$ cat config.mk
export PLATFORM = sky130hd
export DESIGN_NAME = bta_div
export DESIGN_NICKNAME = d
export VERILOG_FILES = /design/src/sv/buddy_tree_allocator_defines.svh /design/src/sv/bta_pkg.sv /design/src/sv/bta_div.sv
export SDC_FILE = /design/constraint.sdc
export NUM_CORES = 1
export LEC_CHECK = 0
export BUFFER_PORTS_ARGS = -buffer_cell sky130_fd_sc_hd__clkbuf_2
export CAP_MARGIN = 15
export CELL_PAD_IN_SITES_DETAIL_PLACEMENT = 1
export CELL_PAD_IN_SITES_GLOBAL_PLACEMENT = 1
export CORE_UTILIZATION = 49
export CTS_CLUSTER_DIAMETER = 100
export DETAILED_ROUTE_END_ITERATION = 12
export GPL_ROUTABILITY_DRIVEN = 0
export PLACE_DENSITY = 0.93
export SYNTH_ARGS = -nofsm -noshare
export SYNTH_HDL_FRONTEND = slang
export SYNTH_SLANG_ARGS = --single-unit
$ cat constraint.sdc
create_clock -name clk -period 19.6 [get_ports clk]
set_input_delay 0.98 -clock clk [delete_from_list [all_inputs] [get_ports clk]]
set_output_delay 0.98 -clock clk [all_outputs]
set_load 0.01 [all_outputs]
$ cat src/sv/buddy_tree_allocator_defines.svh
// assertion macros for the buddy tree allocator
`ifndef BUDDY_TREE_ALLOCATOR_DEFINES_SVH
`define BUDDY_TREE_ALLOCATOR_DEFINES_SVH

// same-cycle implication
`define BTA_ASSERT_IMP(name, ante, cons, msg) \
	name: assert property (@(posedge clk) disable iff (!arst_n) (ante) |-> (cons)) else $error(msg);

// next-cycle implication
`define BTA_ASSERT_NXT(name, ante, cons, msg) \
	name: assert property (@(posedge clk) disable iff (!arst_n) (ante) |=> (cons)) else $error(msg);

`endif

$ cat src/sv/bta_pkg.sv
// shared types and codes of the buddy tree allocator
`default_nettype none
package bta_pkg;
	localparam logic [1:0] MODE_INIT  = 2'd0;
	localparam logic [1:0] MODE_ALLOC = 2'd1;
	localparam logic [1:0] MODE_FREE  = 2'd2;

	localparam logic [1:0] ST_OK      = 2'd0;
	localparam logic [1:0] ST_NOSPACE = 2'd1;
	localparam logic [1:0] ST_DOUBLE  = 2'd2;
	localparam logic [1:0] ST_RANGE   = 2'd3;

	typedef struct packed {
		logic busy;
		logic done;
		logic range_err;
	} div_sts_t;
endpackage
`default_nettype wire

$ cat src/sv/bta_div.sv
// bit-serial divider giving the leaf index of a byte offset
`default_nettype none
module bta_div #(
	parameter int LEAF_SHIFT = 10
) (
	input  wire logic                  clk,
	input  wire logic                  arst_n,
	input  wire logic                  start,
	input  wire logic [31:0]           dividend,
	input  wire logic [31:0]           divisor,
	output logic      [LEAF_SHIFT-1:0] quotient,
	output bta_pkg::div_sts_t          sts
);
	localparam int KW = (LEAF_SHIFT > 1) ? $clog2(LEAF_SHIFT) : 1;
	localparam int WW = 32 + LEAF_SHIFT;

	logic            busy_q;
	logic            done_q;
	logic            err_q;
	logic [KW-1:0]   k_q;
	logic [31:0]     rem_q;
	logic [31:0]     dvs_q;
	logic [LEAF_SHIFT-1:0] q_q;
	logic [WW-1:0]   shifted;
	logic            ge;

	assign shifted = {{LEAF_SHIFT{1'b0}}, dvs_q} << k_q;
	assign ge = {{LEAF_SHIFT{1'b0}}, rem_q} >= shifted;

	always_ff @(posedge clk or negedge arst_n) begin
		if (!arst_n) begin
			busy_q <= 1'b0;
			done_q <= 1'b0;
			err_q  <= 1'b0;
		end else begin
			done_q <= 1'b0;
			if (start) begin
				err_q <= 1'b0;
				if ({{LEAF_SHIFT{1'b0}}, dividend} >= {divisor, {LEAF_SHIFT{1'b0}}}) begin
					done_q <= 1'b1;
					err_q  <= 1'b1;
				end else begin
					busy_q <= 1'b1;
				end
			end else if (busy_q && k_q == '0) begin
				busy_q <= 1'b0;
				done_q <= 1'b1;
			end
		end
	end

	always_ff @(posedge clk) begin
		if (start) begin
			rem_q <= dividend;
			dvs_q <= divisor;
			k_q   <= KW'(LEAF_SHIFT - 1);
			q_q   <= '0;
		end else if (busy_q) begin
			if (ge) begin
				rem_q   <= rem_q - shifted[31:0];
				q_q[k_q] <= 1'b1;
			end
			k_q <= k_q - 1'b1;
		end
	end

	assign quotient      = q_q;
	assign sts.busy      = busy_q;
	assign sts.done      = done_q;
	assign sts.range_err = err_q;
endmodule
`default_nettype wire
**Yosys cells after proc, flatten, opt, wreduce, memory -nomap -nowiden**

Index checks and enable logic that the tools add are counted.
W data, S select, Z words.

- Logic and storage cells: 36
- Memories: 0
- Output and inout port bits: 13
- Flip-flop bits (word level): 81
- ROM bits: 0
- Input port bits: 67
- RAM bits: 0
- Latch bits: 0

- Bitwise logic cells: 1
- Multipliers: 0
- Eq/ne operators: 1
- Div/mod/pow operators: 0
- Shift operators: 1
- Reductions and logical operators: 9
- Add/subtract/negate cells: 2
- Muxes and demuxes: 11
- Order comparisons: 4

Operators with widths:

| cell | count |
|---|---|
| $mux W32 | 3 |
| $ge A32 B42 Y1 | 2 |
| $shl A32 B4 Y42 | 1 |
| $sub A32 B32 Y32 | 1 |
| $or A10 B10 Y10 | 1 |
| $mux W1 | 7 |
| $reduce_and A2 Y1 | 3 |
| $reduce_bool A2 Y1 | 3 |
| $lt A4 B5 Y1 const B | 1 |
| $demux W1 S4 | 1 |
| $ge A4 B1 Y1 const B | 1 |
| $logic_not A4 Y1 | 1 |
| $sub A4 B1 Y4 const B | 1 |
| $logic_and A1 B1 Y1 | 2 |
| $ne A2 B2 Y1 const B | 1 |

**Depth between registers and ports, before layout**

- Word-level depth: 5
- Depth in mapped cells: 19
- Mapped depth without buffers: 15

**Worst setup path after synthesis**

Ideal clock, no wire load.

- Path kind: reg-to-reg
- Start point: reg k_q[0]
- End point: reg rem_q[0] (enable)
- Arrival time: 5824 ps
- Buffers on the path: 5
- Required time: 19134 ps
- Stages on the path, launching flop included: 18
- Setup slack: 13310 ps
- Clock period less this slack: 6290 ps
- Library setup time: 466 ps
- Cells stage by stage: dfxtp_1 > buf_6 > buf_2 > buf_2 > buf_2 > mux2i_1 > o21ai_0 > mux2i_1 > mux2_2 > ha_1 > clkbuf_1 > nand2_1 > or2_2 > or3_1 > a31oi_1 > or3b_2 > nand3_1 > o21ai_0

- Word-level cells in the longest chain between the ends: 4

RTL lines:

| element | RTL line | RTL |
|---|---|---|
| start: declaration | bta_div.sv:20 | `logic [KW-1:0] k_q;` |
| start signal: assignment | bta_div.sv:56 | `k_q <= KW'(LEAF_SHIFT - 1);` |
| start signal: assignment | bta_div.sv:63 | `k_q <= k_q - 1'b1;` |
| $shl A32 B4 Y42 | bta_div.sv:27 | `assign shifted = {{LEAF_SHIFT{1'b0}}, dvs_q} << k_q;` |
| $ge A32 B42 Y1 | bta_div.sv:28 | `assign ge = {{LEAF_SHIFT{1'b0}}, rem_q} >= shifted;` |
| $reduce_bool A2 Y1 (no source line) | -- |  |
| $reduce_and A2 Y1 (no source line) | -- |  |
| end signal: assignment | bta_div.sv:54 | `rem_q <= dividend;` |
| end signal: assignment | bta_div.sv:60 | `rem_q <= rem_q - shifted[31:0];` |
| end: declaration | bta_div.sv:21 | `logic [31:0] rem_q;` |

No other way between the ends.
A chain may end at the register's enable or synchronous reset.

**Worst setup path after layout**

- Start point: reg k_q[0]
- End point: reg rem_q[29], data pin

- Word-level cells in the longest chain between the ends: 5

RTL lines:

| element | RTL line | RTL |
|---|---|---|
| $shl A32 B4 Y42 | bta_div.sv:27 |  |
| $sub A32 B32 Y32 | bta_div.sv:60 |  |
| $mux W32 | bta_div.sv:59 | `if (ge) begin` |
| $mux W32 | bta_div.sv:58 | `end else if (busy_q) begin` |
| $mux W32 | bta_div.sv:53 | `if (start) begin` |

No other way between the ends. The select of a mux whose other input is x is not followed.

==> results.json <==
{
  "grt.total_usage_pct": 32.5,
  "core_region_area_mm2": 0.0134,
  "met3_usage_pct": 5.89,
  "dp.cells": 965,
  "timing.slew.headroom_pct": 30.3,
  "route.detailed.drc": 0,
  "clk_pin_slew_ns": 0.06,
  "required_ns": 19.66,
  "synth-edff-count": 64,
  "antenna_found_initial": 0,
  "area_growth_pct": 11.2,
  "cts_tree": "done",
  "rsz0062_at_grt": "no",
  "tns_ns": 0,
  "viasPerCell": 6.52,
  "die-area_mm2": 0.0144,
  "cts_buffer_depth": 2,
  "synth_cell_type_count": 65,
  "post-route-period-util_pct": 25.3,
  "critical-path-top-delay-family": "compound AO/OA/AOI/OAI gates",
  "rows": 42,
  "ir_drop_mv": 0.0710,
  "numPortBuffers": 79,
  "cts-root-buf": "clkbuf_16",
  "hold_violations": 0,
  "maxCapViolCount": 0,
  "reg2reg_depth": 14,
  "synth_largest_area_cell": "edfxtp_1",
  "grt_max_degree": 103,
  "fin_worst_skew_ns": 0.00822,
  "synth_nets": 874,
  "synth-seq-area-share_pct": 33.4,
  "worstPathMaxFanout": 35,
  "ctsHoldBuffers": 0,
  "ys.flop_type": "edfxtp_1",
  "cp-end-kind": "flip-flop",
  "pin_count": 80,
  "avgSynthCellArea_um2": 9.12,
  "drt-initial-drc-count": 567,
  "cp-start-kind": "flip-flop",
  "gr-usage-met2_pct": 53.6,
  "min_period_ns": 4.97,
  "htree_levels": 3,
  "path_class": "reg -> reg",
  "fmax_mhz": 201,
  "ys_top_cells_by_area": "edfxtp_1, ha_1, o21ai_0",
  "drv_slew": 0,
  "ys_ff_latch": 81,
  "diodes": 0,
  "first_global_vias": 6787,
  "cpPeakStageDelay_ns": 0.58,
  "first_pass_iters": 5,
  "cp_slowest_cell": "dfxtp_2",
  "cts_sinks": 81,
  "leakage_nw": 3.32,
  "wl_mm": 22.5,
  "vias": 6394,
  "post_cts_buffers": 0,
  "instances_no_fill": 981,
  "p_per_area_mw_per_mm2": 136,
  "cts_inserted_buffers": 9,
  "busiest_layer": "met2",
  "synth_top_area_share_pct": 28.2,
  "wl_per_cell_um": 22.9,
  "worstReg2RegEnd": "rem_q[29]",
  "synth-async-reset-ratio_pct": 3.70,
  "drive_gt1_share_pct": 18.4,
  "cp.arrival_ns": 5.02,
  "layout.nets": 926,
  "post_cts_resized": 0,
  "grt_first_pass_wirelength_mm": 35.9,
  "crit_buf_inv": 1,
  "start_util_pct": 50.9,
  "r2r_setup_slack_ns": 14.63,
  "use_met1_pct": 39.2,
  "hold_slack_ns": 0.408,
  "floorplan.die.height_um": 120,
  "status": "finished, final reports clean",
  "synth_area_mm2": 0.00682,
  "cp_common_cell": "o21ai_0",
  "die_w_um": 120,
  "path_cells": "buf_4, mux2_2, o21ai_0, o21ai_0, o21ai_0, ha_1, nand2_1, nor3_1, and2_1, a221oi_1, a41oi_1, a22oi_1, mux2i_1, o311ai_0",
  "setup_viol": 0,
  "r2r_start": "k_q[0]",
  "hold_path.class": "in -> async",
  "dp_hpwl_mm": 16.9,
  "grt.overflow.total": 0,
  "insertion_delay_ns": 0.36,
  "syn_inst": 748,
  "ant_nets": 0,
  "tightest_slew_ns": 1.04,
  "ys_warn_count": 0
}
-- routing by layer --
metal | up-vias | share of wire, %
li1 | 2876 | -
met1 | 3096 | 40
met2 | 318 | 48
met3 | 104 | 6.2
met4 | 0 | 5.5
met5 | - | 0
-- logic make-up (layout without fill, tap and decap cells) --
kind of cell,after synthesis,after routing,share of synthesized area [%]
simple gates,213,213,14.8
mux,69,69,12.8
flops,81,81,33.4
buf+inv,85,142,5.06
compound gates,213,213,19.3
xor+xnor,28,28,3.60
fa+ha+maj,59,59,10.9
-- registers in the layout, indices dropped and copies added (netlist names) --
name,count
busy_q,1
done_q,1
dvs_q,32
err_q,1
quotient,10
rem_q,32
k_q,4
-- metrics by stage --
| stage | power [mW] | util [%] | setup WS, ns | area (µm²) |
|---|---|---|---|---|
| floorplan | 0.675 | - | 13.31 | 6820 |
| global placement | 0.796 | 54.4 | 15.06 | 7300 |
| detailed placement | 0.832 | 54.4 | 14.86 | 7300 |
| CTS | 1.01 | 56.6 | 14.82 | 7590 |
| global route | 1.09 | 56.6 | 14.46 | 7590 |
| finish | 1.03 | 56.6 | 14.63 | 7590 |
-- where the power goes --
part	internal (mW)	switching [mW]
clock	0.0961	0.0722
combinational	0.230	0.379
sequential	0.232	0.0196
total	0.558	0.471
-- area by class of cell --
class                           count  area (µm²)
Clock buffer                       11         264
Sequential cell                    81        2280
Clock inverter                      5        26.3
Timing Repair Buffer               85         443
Fill cell                        1577        5810
Tap cell                          176         220
Inverter                           41         154
Multi-Input combinational cell    582        4200
-- synth_stat cells, types with 10 or more instances --
library cell  instances
mux2i_1              39
ha_1                 58
nor2_1               34
a211oi_1             10
nor3_1               13
a21o_1               14
nand2_1              94
mux2_2               17
inv_1                39
xnor2_1              19
dfxtp_1              14
edfxtp_1             64
nand3_1              17
a21oi_1              43
clkbuf_1             25
mux4_2               13
o21ai_0              81
-- placed cells by master (no fill, tap or decap), types with 3 or more instances in the layout --
cell and count:
buf_4 7, nor4b_1 3, clkbuf_16 10, nor3_1 13, o2bb2ai_1 8, a211oi_1 10, xor2_1 9, and3_1 9
o31ai_1 6, nor2b_1 7, or2_2 6, a21o_1 14, clkbuf_2 78, a31oi_1 9, nand3_1 17, dfxtp_1 13
o21a_1 9, o21ai_0 80, inv_1 39, nor2_1 34, a21oi_1 43, mux2_2 17, o21bai_1 4, dfrtp_1 3
ha_1 58, o211ai_1 4, mux2i_1 39, nor4_1 5, clkinv_2 4, nand4_1 7, mux4_2 13, edfxtp_1 64
xnor2_1 19, and2_1 4, nand2_1 94, nand2b_1 4
-- how the worst max path moves through the flow --
stage / from / to / slack, ns / depth (start not counted)
4_1_cts: k_q[0] / rem_q[29] / 14.82 / 14
3_5_place_dp: k_q[0] / rem_q[29] / 14.86 / 14
6_report: k_q[0] / rem_q[29] / 14.63 / 14
3_3_place_gp: k_q[0] / rem_q[29] / 15.06 / 15
5_1_grt: k_q[0] / rem_q[29] / 14.46 / 14
2_1_floorplan: k_q[0] / rem_q[0] / 13.31 / 17
(Power assumes the default switching activity.)
